[config.mk]
export PLATFORM = sky130hd
export DESIGN_NAME = polar_surface_area_accumulator
export DESIGN_NICKNAME = d
export VERILOG_FILES = /design/src/sv/psa_pkg.sv /design/src/sv/polar_surface_area_accumulator.sv /design/src/sv/psa_classify.sv /design/src/sv/psa_accum.sv
export SDC_FILE = /design/constraint.sdc
export NUM_CORES = 1
export LEC_CHECK = 0
export BUFFER_PORTS_ARGS = -buffer_cell sky130_fd_sc_hd__buf_2
export CORE_MARGIN = 2
export CORE_UTILIZATION = 46
export DETAILED_ROUTE_END_ITERATION = 10
export PLACE_DENSITY = 0.77
export SYNTH_ARGS = -nofsm -noshare
export SYNTH_HDL_FRONTEND = slang
export SYNTH_HIERARCHICAL = 1
export SYNTH_SLANG_ARGS = --single-unit
[constraint.sdc]
create_clock -name clk -period 6.45 [get_ports clk]
set_input_delay 0 -clock clk [delete_from_list [all_inputs] [get_ports clk]]
set_output_delay 0 -clock clk [all_outputs]
set_load 0.005 [all_outputs]
[src/sv/psa_pkg.sv]
// Shared types and constants for the polar surface area accumulator.
package psa_pkg;

  localparam int ContribW = 13;
  localparam int TotalW   = 24;

  localparam logic [6:0] ELEM_N = 7'd7;
  localparam logic [6:0] ELEM_O = 7'd8;
  localparam logic [6:0] ELEM_P = 7'd15;
  localparam logic [6:0] ELEM_S = 7'd16;

  localparam logic signed [3:0] CHG_ZERO = 4'sd0;
  localparam logic signed [3:0] CHG_POS  = 4'sd1;
  localparam logic signed [3:0] CHG_NEG  = -4'sd1;

  localparam logic [1:0] CFG_ZERO_UNCL    = 2'd0;
  localparam logic [1:0] CFG_DIV_SULPHUR  = 2'd1;
  localparam logic [1:0] CFG_ZERO_SULPHUR = 2'd2;
  localparam logic [1:0] CFG_ZERO_PHOS    = 2'd3;

  localparam logic signed [ContribW-1:0] CONTRIB_MAX = 13'sd4000;
  localparam logic signed [ContribW-1:0] CONTRIB_MIN = -13'sd1000;

  typedef struct packed {
    logic              zero_uncl;
    logic              div_sulphur;
    logic              zero_sulphur;
    logic              zero_phos;
  } cfg_t;

  typedef struct packed {
    logic [6:0]        element;
    logic              aromatic;
    logic signed [3:0] charge;
    logic [2:0]        hydrogens;
    logic [2:0]        nbr;
    logic [2:0]        nar;
    logic [2:0]        ns;
    logic [2:0]        nd;
    logic [2:0]        nt;
    logic              ring3;
    logic              last;
  } atom_t;

  typedef struct packed {
    logic signed [ContribW-1:0] contrib;
    logic                       uncl;
  } cls_t;

endpackage

[src/sv/polar_surface_area_accumulator.sv]
// Top level of the polar surface area accumulator: input register, config, result stage.
//
// An accepted atom is held in the input register, classified and summed, and its result
// is then registered in the result stage, where out_valid rises.
// Throughput: one atom per clock unless out_ready stalls; input and result registers form a
// two-stage pipeline, and the running total closes its feedback through one saturating add.
// Reset (rst_n low, synchronous) empties both stages, clears the running total to zero and
// returns the mode registers to zero_unclassified=0, divalent_sulphur_counts=1, others 0.
module polar_surface_area_accumulator (
  input  logic                                clk,
  input  logic                                rst_n,

  input  logic                                cfg_valid,
  output logic                                cfg_ready,
  input  logic [1:0]                          cfg_index,
  input  logic                                cfg_data,

  input  logic                                in_valid,
  output logic                                in_ready,
  input  logic [6:0]                          in_element,
  input  logic                                in_aromatic,
  input  logic signed [3:0]                   in_charge,
  input  logic [2:0]                          in_hydrogens,
  input  logic [2:0]                          in_neighbor_count,
  input  logic [2:0]                          in_aromatic_bond_count,
  input  logic [2:0]                          in_single_bond_count,
  input  logic [2:0]                          in_double_bond_count,
  input  logic [2:0]                          in_triple_bond_count,
  input  logic                                in_in_three_ring,
  input  logic                                in_last_atom,

  output logic                                out_valid,
  input  logic                                out_ready,
  output logic signed [psa_pkg::ContribW-1:0] out_contribution,
  output logic signed [psa_pkg::TotalW-1:0]   out_running_total,
  output logic                                out_unclassified,
  output logic                                out_molecule_done
);

  psa_pkg::cfg_t  cfg_r;
  psa_pkg::atom_t atom_r;
  psa_pkg::cls_t  cls;
  logic           s1_valid_r;
  logic           s2_ready;
  logic           in_xfer;

  // Mode registers. Writes are always taken; the user must issue them only while the block is idle (not enforced here).
  assign cfg_ready = 1'b1;

  always_ff @(posedge clk) begin
    if (!rst_n) begin
      cfg_r.zero_uncl    <= 1'b0;
      cfg_r.div_sulphur  <= 1'b1;
      cfg_r.zero_sulphur <= 1'b0;
      cfg_r.zero_phos    <= 1'b0;
    end else if (cfg_valid) begin
      case (cfg_index)
        psa_pkg::CFG_ZERO_UNCL:    cfg_r.zero_uncl    <= cfg_data;
        psa_pkg::CFG_DIV_SULPHUR:  cfg_r.div_sulphur  <= cfg_data;
        psa_pkg::CFG_ZERO_SULPHUR: cfg_r.zero_sulphur <= cfg_data;
        psa_pkg::CFG_ZERO_PHOS:    cfg_r.zero_phos    <= cfg_data;
        default: ;
      endcase
    end
  end

  // The input register refills in the same cycle that its atom moves into the result
  // stage, so a stalled output only holds back the input once both stages are full.
  assign in_ready = !s1_valid_r || s2_ready;
  assign in_xfer  = in_valid && in_ready;

  always_ff @(posedge clk) begin
    if (!rst_n) begin
      s1_valid_r <= 1'b0;
    end else if (in_ready) begin
      s1_valid_r <= in_valid;
    end
  end

  always_ff @(posedge clk) begin
    if (in_xfer) begin
      atom_r.element   <= in_element;
      atom_r.aromatic  <= in_aromatic;
      atom_r.charge    <= in_charge;
      atom_r.hydrogens <= in_hydrogens;
      atom_r.nbr       <= in_neighbor_count;
      atom_r.nar       <= in_aromatic_bond_count;
      atom_r.ns        <= in_single_bond_count;
      atom_r.nd        <= in_double_bond_count;
      atom_r.nt        <= in_triple_bond_count;
      atom_r.ring3     <= in_in_three_ring;
      atom_r.last      <= in_last_atom;
    end
  end

  // Fragment match for the atom sitting in the input register.
  psa_classify u_classify (
    .a   (atom_r),
    .cfg (cfg_r),
    .cls (cls)
  );

  // Saturating total and the result register feeding the output channel.
  psa_accum u_accum (
    .clk               (clk),
    .rst_n             (rst_n),
    .s_valid           (s1_valid_r),
    .s_ready           (s2_ready),
    .cls               (cls),
    .last              (atom_r.last),
    .out_valid         (out_valid),
    .out_ready         (out_ready),
    .out_contribution  (out_contribution),
    .out_running_total (out_running_total),
    .out_unclassified  (out_unclassified),
    .out_molecule_done (out_molecule_done)
  );

endmodule

[src/sv/psa_classify.sv]
// Fragment table match and fallback estimate for one registered atom.
module psa_classify (
  input  psa_pkg::atom_t a,
  input  psa_pkg::cfg_t  cfg,
  output psa_pkg::cls_t  cls
);

  logic                              polar;
  logic                              hit;
  logic signed [psa_pkg::ContribW-1:0] val;
  logic signed [14:0]                fb;
  logic signed [14:0]                raw;
  logic [10:0]                       h150;
  logic [12:0]                       nc820;
  logic                              c0, c1, cm;
  logic signed [14:0]                fb_n;

  assign c0 = (a.charge == psa_pkg::CHG_ZERO);
  assign c1 = (a.charge == psa_pkg::CHG_POS);
  assign cm = (a.charge == psa_pkg::CHG_NEG);

  // Nitrogen fallback: 3050 - 820 per connection + 150 per hydrogen.
  assign h150  = {8'b0, a.hydrogens} * 11'd150;
  assign nc820 = {10'b0, a.nbr} * 13'd820;
  assign fb_n  = 15'sd3050 + $signed({4'b0, h150}) - $signed({2'b0, nc820});

  always_comb begin
    polar = 1'b1;
    hit   = 1'b1;
    val   = '0;
    fb    = '0;
    if (a.element == psa_pkg::ELEM_N) begin
      fb = fb_n;
      if (a.aromatic) begin
        if (c0 && a.hydrogens == 3'd0 && a.nbr == 3'd2 && a.nar == 3'd2) val = 13'sd1289;
        else if (c0 && a.hydrogens == 3'd0 && a.nbr == 3'd3 && a.nar == 3'd3) val = 13'sd441;
        else if (c0 && a.hydrogens == 3'd0 && a.nbr == 3'd3 && a.nar == 3'd2 && a.ns == 3'd1)
          val = 13'sd493;
        else if (c0 && a.hydrogens == 3'd0 && a.nbr == 3'd3 && a.nar == 3'd2 && a.nd == 3'd1)
          val = 13'sd839;
        else if (c0 && a.hydrogens == 3'd1 && a.nbr == 3'd2 && a.nar == 3'd2) val = 13'sd1579;
        else if (c1 && a.hydrogens == 3'd0 && a.nbr == 3'd3 && a.nar == 3'd3) val = 13'sd410;
        else if (c1 && a.hydrogens == 3'd0 && a.nbr == 3'd3 && a.nar == 3'd2 && a.ns == 3'd1)
          val = 13'sd388;
        else if (c1 && a.hydrogens == 3'd1 && a.nbr == 3'd2 && a.nar == 3'd2) val = 13'sd1414;
        else hit = 1'b0;
      end else begin
        if (c0 && a.hydrogens == 3'd0 && a.nbr == 3'd3 && a.ns == 3'd3 && a.ring3)
          val = 13'sd301;
        else if (c0 && a.hydrogens == 3'd1 && a.nbr == 3'd2 && a.ns == 3'd2 && a.ring3)
          val = 13'sd2194;
        else if (c0 && a.hydrogens == 3'd0 && a.nbr == 3'd3 && a.ns == 3'd3) val = 13'sd324;
        else if (c0 && a.hydrogens == 3'd0 && a.nbr == 3'd2 && a.ns == 3'd1 && a.nd == 3'd1)
          val = 13'sd1236;
        else if (c0 && a.hydrogens == 3'd0 && a.nbr == 3'd1 && a.nt == 3'd1) val = 13'sd2379;
        else if (c0 && a.hydrogens == 3'd0 && a.nbr == 3'd3 && a.ns == 3'd1 && a.nd == 3'd2)
          val = 13'sd1168;
        else if (c0 && a.hydrogens == 3'd0 && a.nbr == 3'd2 && a.nd == 3'd1 && a.nt == 3'd1)
          val = 13'sd1360;
        else if (c0 && a.hydrogens == 3'd1 && a.nbr == 3'd2 && a.ns == 3'd2) val = 13'sd1203;
        else if (c0 && a.hydrogens == 3'd1 && a.nbr == 3'd1 && a.nd == 3'd1) val = 13'sd2385;
        else if (c0 && a.hydrogens == 3'd2 && a.nbr == 3'd1 && a.ns == 3'd1) val = 13'sd2602;
        else if (c1 && a.hydrogens == 3'd0 && a.nbr == 3'd4 && a.ns == 3'd4) val = 13'sd0;
        else if (c1 && a.hydrogens == 3'd0 && a.nbr == 3'd3 && a.ns == 3'd2 && a.nd == 3'd1)
          val = 13'sd301;
        else if (c1 && a.hydrogens == 3'd0 && a.nbr == 3'd2 && a.ns == 3'd1 && a.nt == 3'd1)
          val = 13'sd436;
        else if (c1 && a.hydrogens == 3'd1 && a.nbr == 3'd3 && a.ns == 3'd3) val = 13'sd444;
        else if (c1 && a.hydrogens == 3'd1 && a.nbr == 3'd2 && a.ns == 3'd1 && a.nd == 3'd1)
          val = 13'sd1397;
        else if (c1 && a.hydrogens == 3'd2 && a.nbr == 3'd2 && a.ns == 3'd2) val = 13'sd1661;
        else if (c1 && a.hydrogens == 3'd2 && a.nbr == 3'd1 && a.nd == 3'd1) val = 13'sd2559;
        else if (c1 && a.hydrogens == 3'd3 && a.nbr == 3'd1 && a.ns == 3'd1) val = 13'sd2764;
        else hit = 1'b0;
      end
    end else if (a.element == psa_pkg::ELEM_O) begin
      fb = 15'sd1000;
      if (a.aromatic) begin
        if (c0 && a.hydrogens == 3'd0 && a.nbr == 3'd2 && a.nar == 3'd2) val = 13'sd1314;
        else hit = 1'b0;
      end else begin
        if (c0 && a.hydrogens == 3'd0 && a.nbr == 3'd2 && a.ring3) val = 13'sd1253;
        else if (c0 && a.hydrogens == 3'd0 && a.nbr == 3'd2 && a.ns == 3'd2) val = 13'sd923;
        else if (c0 && a.hydrogens == 3'd0 && a.nbr == 3'd1 && a.nd == 3'd1) val = 13'sd1707;
        else if (c0 && a.hydrogens == 3'd1 && a.nbr == 3'd1 && a.ns == 3'd1) val = 13'sd2023;
        else if (cm && a.hydrogens == 3'd0 && a.nbr == 3'd1 && a.ns == 3'd1) val = 13'sd2306;
        else hit = 1'b0;
      end
    end else if (a.element == psa_pkg::ELEM_S && !cfg.zero_sulphur) begin
      fb = 15'sd2000;
      if (a.aromatic) begin
        // Aromatic sulphur always counts as matched; unlisted forms give zero.
        if (cfg.div_sulphur && c0 && a.hydrogens == 3'd0 && a.nbr == 3'd2 && a.nar == 3'd2)
          val = 13'sd2824;
        else if (cfg.div_sulphur && c0 && a.hydrogens == 3'd0 && a.nbr == 3'd3 &&
                 a.nar == 3'd2 && a.nd == 3'd1)
          val = 13'sd2170;
        else val = 13'sd0;
      end else begin
        if (c0 && a.hydrogens == 3'd0 && a.nbr == 3'd2 && a.ns == 3'd2)
          val = cfg.div_sulphur ? 13'sd2530 : 13'sd0;
        else if (c0 && a.hydrogens == 3'd0 && a.nbr == 3'd1 && a.nd == 3'd1) val = 13'sd3209;
        else if (c0 && a.hydrogens == 3'd0 && a.nbr == 3'd3 && a.ns == 3'd2 && a.nd == 3'd1)
          val = 13'sd1921;
        else if (c0 && a.hydrogens == 3'd0 && a.nbr == 3'd4 && a.ns == 3'd2 && a.nd == 3'd2)
          val = 13'sd838;
        else if (c0 && a.hydrogens == 3'd1 && a.nbr == 3'd1 && a.ns == 3'd1) val = 13'sd3880;
        else hit = 1'b0;
      end
    end else if (a.element == psa_pkg::ELEM_P && !cfg.zero_phos) begin
      fb = 15'sd1000;
      if (c0 && a.hydrogens == 3'd0 && a.nbr == 3'd3 && a.ns == 3'd3) val = 13'sd1359;
      else if (c0 && a.hydrogens == 3'd0 && a.nbr == 3'd2 && a.ns == 3'd1 && a.nd == 3'd1)
        val = 13'sd3414;
      else if (c0 && a.hydrogens == 3'd0 && a.nbr == 3'd4 && a.ns == 3'd3 && a.nd == 3'd1)
        val = 13'sd981;
      else if (c0 && a.hydrogens == 3'd1 && a.nbr == 3'd3 && a.ns == 3'd2 && a.nd == 3'd1)
        val = 13'sd2347;
      else hit = 1'b0;
    end else begin
      polar = 1'b0;
      hit   = 1'b0;
    end
  end

  always_comb begin
    if (!polar) begin
      raw = '0;
    end else if (hit) begin
      raw = {{2{val[psa_pkg::ContribW-1]}}, val};
    end else if (cfg.zero_uncl) begin
      raw = '0;
    end else begin
      raw = fb;
    end
    if (raw > 15'(psa_pkg::CONTRIB_MAX)) begin
      cls.contrib = psa_pkg::CONTRIB_MAX;
    end else if (raw < 15'(psa_pkg::CONTRIB_MIN)) begin
      cls.contrib = psa_pkg::CONTRIB_MIN;
    end else begin
      cls.contrib = raw[psa_pkg::ContribW-1:0];
    end
    cls.uncl = polar && !hit;
  end

endmodule

[src/sv/psa_accum.sv]
// Result register with the saturating per-molecule area accumulator.
module psa_accum (
  input  logic                                clk,
  input  logic                                rst_n,
  input  logic                                s_valid,
  output logic                                s_ready,
  input  psa_pkg::cls_t                       cls,
  input  logic                                last,
  output logic                                out_valid,
  input  logic                                out_ready,
  output logic signed [psa_pkg::ContribW-1:0] out_contribution,
  output logic signed [psa_pkg::TotalW-1:0]   out_running_total,
  output logic                                out_unclassified,
  output logic                                out_molecule_done
);

  logic                                out_valid_r;
  logic signed [psa_pkg::TotalW-1:0]   sum_r, sum_nxt;
  logic signed [psa_pkg::TotalW-1:0]   total_r, total_nxt;
  logic signed [psa_pkg::ContribW-1:0] contrib_r;
  logic                                uncl_r, done_r;
  logic signed [psa_pkg::TotalW:0]     wide;
  logic                                load;

  assign s_ready = !out_valid_r || out_ready;
  assign load    = s_valid && s_ready;

  assign wide = {sum_r[psa_pkg::TotalW-1], sum_r}
              + {{(psa_pkg::TotalW-psa_pkg::ContribW+1){cls.contrib[psa_pkg::ContribW-1]}},
                 cls.contrib};

  always_comb begin
    // Overflow shows as the two top bits of the widened sum disagreeing.
    if (wide[psa_pkg::TotalW] != wide[psa_pkg::TotalW-1]) begin
      total_nxt = {wide[psa_pkg::TotalW], {(psa_pkg::TotalW-1){!wide[psa_pkg::TotalW]}}};
    end else begin
      total_nxt = wide[psa_pkg::TotalW-1:0];
    end
    sum_nxt = last ? '0 : total_nxt;
  end

  always_ff @(posedge clk) begin
    if (!rst_n) begin
      out_valid_r <= 1'b0;
      sum_r       <= '0;
    end else begin
      if (load) begin
        out_valid_r <= 1'b1;
        sum_r       <= sum_nxt;
      end else if (out_ready) begin
        out_valid_r <= 1'b0;
      end
    end
  end

  always_ff @(posedge clk) begin
    if (load) begin
      contrib_r <= cls.contrib;
      total_r   <= total_nxt;
      uncl_r    <= cls.uncl;
      done_r    <= last;
    end
  end

  assign out_valid         = out_valid_r;
  assign out_contribution  = contrib_r;
  assign out_running_total = total_r;
  assign out_unclassified  = uncl_r;
  assign out_molecule_done = done_r;

  a_clear_after_last: assert property (@(posedge clk) disable iff (!rst_n)
    load && last |=> sum_r == '0)
    else $error("accumulator not cleared after last atom");

  a_contrib_range: assert property (@(posedge clk) disable iff (!rst_n)
    out_valid_r |-> (contrib_r <= psa_pkg::CONTRIB_MAX) && (contrib_r >= psa_pkg::CONTRIB_MIN))
    else $error("contribution outside clamp range");

  a_no_wrap_up: assert property (@(posedge clk) disable iff (!rst_n)
    load && !last && !cls.contrib[psa_pkg::ContribW-1] |=> sum_r >= $past(sum_r))
    else $error("running total wrapped on positive contribution");

  a_no_wrap_down: assert property (@(posedge clk) disable iff (!rst_n)
    load && !last && cls.contrib[psa_pkg::ContribW-1] |=> sum_r <= $past(sum_r))
    else $error("running total wrapped on negative contribution");

endmodule
; Yosys cells after proc, flatten, opt, wreduce, memory -nomap -nowiden
; Index checks and enable logic that the tools add are counted.
[word_totals]
reg_bits = 101
latchBits = 0
ram_bits = 0
romBits = 0
inputBits = 40
word_cells = 271
mem_count = 0
[classes]
n_addsub = 3
multipliers = 2
div = 0
n_lt_le_gt_ge = 2
eq_ne = 26
n_shift = 0
muxes = 116
bitwise = 0
n_reduce_logical = 100
[op_table]
columns = op, count
row1 = $mux 13, 45
row2 = $mux 15, 6
row3 = $logic_and 1x1->1, 84
row4 = $mux 12, 6
row5 = $mux 1, 54
row6 = $mux 24, 2
row7 = $eq 3x2->1 const B, 9
row8 = $add 24x13->25, 1
row9 = $mux 11, 2
row10 = $eq 3x1->1 const B, 5
row11 = $gt 15x13->1 const B, 1
row12 = $lt 15x11->1 const B, 1
row13 = $sub 15x14->15, 1
row14 = $eq 7x4->1 const B, 2
row15 = $add 12x11->13 const A, 1
row16 = $mul 3x8->11 const B, 1
row17 = $mul 3x7->10 const B, 1
row18 = $mux 10, 1
row19 = $reduce_and 2->1, 4
row20 = $eq 7x3->1 const B, 1
row21 = $eq 7x5->1 const B, 1
row22 = $eq 3x3->1 const B, 2
row23 = $logic_not 1->1, 6
row24 = $eq 2x2->1 const B, 2
row25 = other kinds (9), 10

; Depth between registers and ports, before layout
[depth]
depth_word = 33
depth_mapped = 32
depth_no_buf = 31

; Cells and area by module
; The synthesis kept the hierarchy.
[by_module_without_submodules]
columns = module, n_inst, cells_each, area_each_um2, seq_area_each_um2
row1 = psa_classify, 1, 576, 3885.0, 0.0
row2 = psa_accum, 1, 363, 3731.1, 1671.6
row3 = polar_surface_area_accumulator, 1, 57, 1199.9, 1061.0

; Worst setup path after synthesis
; OpenSTA, ideal clock, no wires.
[synth_path]
path_kind = register -> register
startpoint = reg atom_r[14] in the netlist's numbering
endpoint = reg u_accum.total_r, in the netlist u_accum/out_running_total[16], data pin
setup_ps = 138
arrival_ps = 6248
t_required_ps = 6312
slack_ps = 64
stages_incl_launch_ff = 32
synth_period_minus_slack_ps = 6386
cell_sequence = edfxtp_1 inv_1 ha_1 ha_1 fa_1 a21oi_1 nor2_1 xor2_1 ha_1 inv_1 ha_1 or3_1 nor3_1 nor3_1 a21o_1 a21oi_1 xnor2_1 nand3_1 a311oi_2 a22oi_2 a21oi_1 inv_1 fa_1 nand2b_1 a21oi_1 o21ai_1 a21o_1 a21oi_4 and2_4 buf_12 nor2_4 nor2_1
[synth_lines]
columns = element, line
row1 = from (decl), polar_surface_area_accumulator.sv:41  ; psa_pkg::atom_t atom_r;
row2 = to (signal assigned), psa_accum.sv:59  ; total_r <= total_nxt;
row3 = to (decl), psa_accum.sv:19  ; logic signed [psa_pkg::TotalW-1:0] total_r, total_nxt;

==> flow_metrics.tcl <==
set metrics [dict create \
    status "finished, violations left" \
    violations "hold timing, setup timing" \
    fin_hold_ws_ns -0.00149 \
    pwr-share-comb_pct 28.0 \
    synthDistinctLibCells 121 \
    die_y_um 142 \
    async_reset_ff_share_pct 0 \
    syn_avg_cell_area_um2 8.85 \
    ys_seq_area_share_pct 31.0 \
    reg2reg_depth 28 \
    post-route-min-period_ns 6.56 \
    drtIter0Drc 1034 \
    coreArea_um2 18800 \
    max_cap_violations 0 \
    seqPwrFrac_pct 40.5 \
    grt_max_degree 32 \
    p_clk_share_pct 31.5 \
    routed_wl_um 32800 \
    clock_latency_ns 0.37 \
    r2r_start "atom_r[18]" \
    cts_tree "done" \
    initial_core_util_pct 47.0 \
    hold_end "cfg_r[0]" \
    cts_buffer_depth 2 \
    synth_area_leaders "edfxtp_1 (24%), ha_1 (8.8%), dfxtp_1 (6.8%)" \
    grt_usage_pct 30.8 \
    nets 1346 \
    internal_power_uw 1240 \
    rrSetupSlack_ns -0.11 \
    rsz0062_at_grt "yes" \
    layout_commonest_cell "buf_4" \
    num_io_pins 82 \
    synth-edff-count 71 \
    hp-class "primary input to flop" \
    finalNonFillerCells 1480 \
    ff_latch_area_um2 2730 \
    diodes 0 \
    peakVddDrop_mv 0.136 \
    min_from "cfg_index[0]" \
    slew_viol_final 0 \
    path_common_cell "buf_4" \
    vias 9570 \
    die_w_um 142 \
    ant_nets 0 \
    mostFrequentLayoutCells "buf_4 (137), buf_2 (80), nand2_1 (74), edfxtp_1 (71), nor2_1 (60)" \
    globalplace.congestion 1.04 \
    rows 50 \
    dp_cells 1399 \
    p_sw_uw 591 \
    synth_top_area_share_pct 24.2 \
    root_buffer "clkbuf_16" \
    synth_nets 1101 \
    worstHoldPathCells 3 \
    relSlewSlack_pct 24.4 \
    hpwl_um 22400 \
    final-setup-viol-count 22 \
    yosysTopAreaCell "edfxtp_1" \
    grt_pass1_wl_um 48600 \
    powerDensity_nw_per_um2 156 \
    clock_sinks 101 \
    io_buffers 80 \
    numCtsBuffers 9 \
    drc 0 \
    sw_frac_of_total_pct 32.3 \
    rr_endpoint "u_accum/sum_r[4]" \
    clock_skew_ns 0.0104 \
    multi_input_area_um2 6160 \
    max_freq_mhz 152 \
    leakagePower_uw 0.00476 \
    routedWlPerCell_um 22.2 \
    synth.cell_area_um2 8820 \
    clk_pin_slew_worst_paths_ns 0.08 \
    finalHoldViolCount 1 \
    critical_path.slowest_cell "or4_4" \
    syn_to_final_growth_pct 33.2 \
    worstMarginPinSlew_ns 1.13 \
    crit_fanout 8 \
    netlist_instances 996 \
    cp.arrival_ns 6.82 \
    synth-main-ff-cell "edfxtp_1" \
    drive_gt1_share_pct 32.7 \
    htreeDepth 3 \
    yosysWarnings 6 \
    fin_crit_sh_pct 102 \
    worst_slack_ns -0.113 \
    start_kind "flop" \
    cp-end-kind "flop" \
    path_class "flop to flop" \
    dieArea_um2 20300 \
    fillers 1501 \
    drt-vias-per-instance 6.47 \
    overflow 0 \
    cp.required_ns 6.71 \
    drt_pass1_iterations 5 \
    cpPeakStageDelay_ns 0.55 \
    setup_tns_ns -0.763 \
    synth-seq-cells 101 \
    grt_pass1_vias 9141 \
    antenna_found_initial 0 \
]
-- timing repair --
item | CTS | global route
buffers inserted | 14 | 10
resized for setup | 30 | 93
endpoints found under the setup margin | 48 | 48
endpoints found under the hold margin | 40 | 0
pin swaps | 22 | 77
hold buffers | 42 | 0
cloned | 1 | 1
-- cell type report --
class	instances	area share, %
clock buffer	9	1.92
clock inverter	7	0.735
inverter	49	1.57
multi-input combinational	806	52.5
sequential	101	23.3
tap	234	2.49
timing repair buffer	274	17.5
-- power groups by stage --
stage               logic [uW]  registers, uW  clock network (uW)
CTS                        459            740                 583
finish                     511            741                 575
global placement           389            755                   0
global route               550            745                 601
detailed placement         399            755                   0
floorplan                  271            751                   0
-- cells in the mapped netlist, types with 5 or more instances --
cell / number
nand2_1: 77
edfxtp_1: 71
nor2_1: 71
a21oi_1: 62
ha_1: 62
inv_1: 48
o21ai_0: 48
nand3_1: 35
dfxtp_1: 30
nor3_1: 26
nand4_1: 22
a21o_1: 19
clkbuf_1: 19
o211ai_1: 18
xnor2_1: 18
xor2_1: 18
o21ai_1: 16
nor2b_1: 14
a211oi_1: 13
and2_1: 13
a31oi_1: 12
nand2b_1: 12
o22ai_1: 12
a22o_1: 10
nor2_2: 10
and3_1: 9
nor4_1: 9
buf_2: 8
a211o_1: 7
nor3b_1: 7
or3_1: 7
a2111oi_0: 6
a21boi_0: 6
nand3b_1: 6
nand4b_1: 6
o21ai_2: 6
nor4b_2: 5
o21a_1: 5
or3b_2: 5
-- logic make-up (layout without fill, tap and decap cells) --
group | after synthesis | in the layout | share of synthesized area (%)
muxes | 4 | 4 | 0.468
adders and majority gates | 68 | 68 | 9.86
DFF | 101 | 101 | 31.0
and+or+nand+nor | 392 | 393 | 25.6
xor gates and xnor gates | 37 | 37 | 3.89
other | 1 | 1 | 0.0425
buffers and inverters | 90 | 339 | 4.91
AOI/OAI and AO/OA | 303 | 303 | 24.2
-- critical path, delay by kind of cell, from the launching register on --
family	cells	cell delay (ns)
AO/OA/AOI/OAI	11	2.44
adder cells (fa/ha/maj)	2	0.57
buffers and inverters	7	1.15
flip-flops	1	0.43
AND/OR/NAND/NOR	8	1.84
-- flip-flops by register name (all words and copies together) (netlist names) --
signal and flops:
atom_r 32, cfg_r 4, s1_valid_r 1, u_accum/out_contribution 13, u_accum/out_molecule_done 1, u_accum/out_running_total 24, u_accum/out_unclassified 1, u_accum/out_valid 1
u_accum/sum_r 24
-- worst max path at each step --
stage	slack (ns)	startpoint	end
6_report	-0.11	atom_r[18]	u_accum/sum_r[4]
3_3_place_gp	-0.009	atom_r[18]	u_accum/out_running_total[3]
5_1_grt	-0.32	atom_r[18]	u_accum/sum_r[4]
3_5_place_dp	-0.24	atom_r[18]	u_accum/out_running_total[13]
2_1_floorplan	0.06	atom_r[14]	u_accum/out_running_total[16]
4_1_cts	0.03	atom_r[14]	u_accum/sum_r[22]
-- layer usage --
| metal | part of all wire (%) | vias up | track usage, % |
|---|---|---|---|
| met5 | 0 | - | 0 |
| met4 | 4.2 | 0 | 13.1 |
| met3 | 10 | 135 | 7.94 |
| met2 | 45 | 628 | 48.3 |
| met1 | 40 | 4506 | 40.3 |
| li1 | - | 4301 | - |
-- per-stage QoR --
stage	hold slack, ns	cell area, um^2	total power (uW)	worst slack (ns)	util (%)
2_1_floorplan	0.0646	8820	1020	0.0639	-
6_report	-0.00149	11700	1830	-0.113	62.6
5_1_grt	0.0247	11700	1900	-0.321	62.6
3_5_place_dp	0.178	10300	1150	-0.245	54.7
4_1_cts	0.000131	11300	1780	0.0266	60.0
3_3_place_gp	0.177	10300	1140	-0.00925	54.7
(Power assumes the default switching activity.)
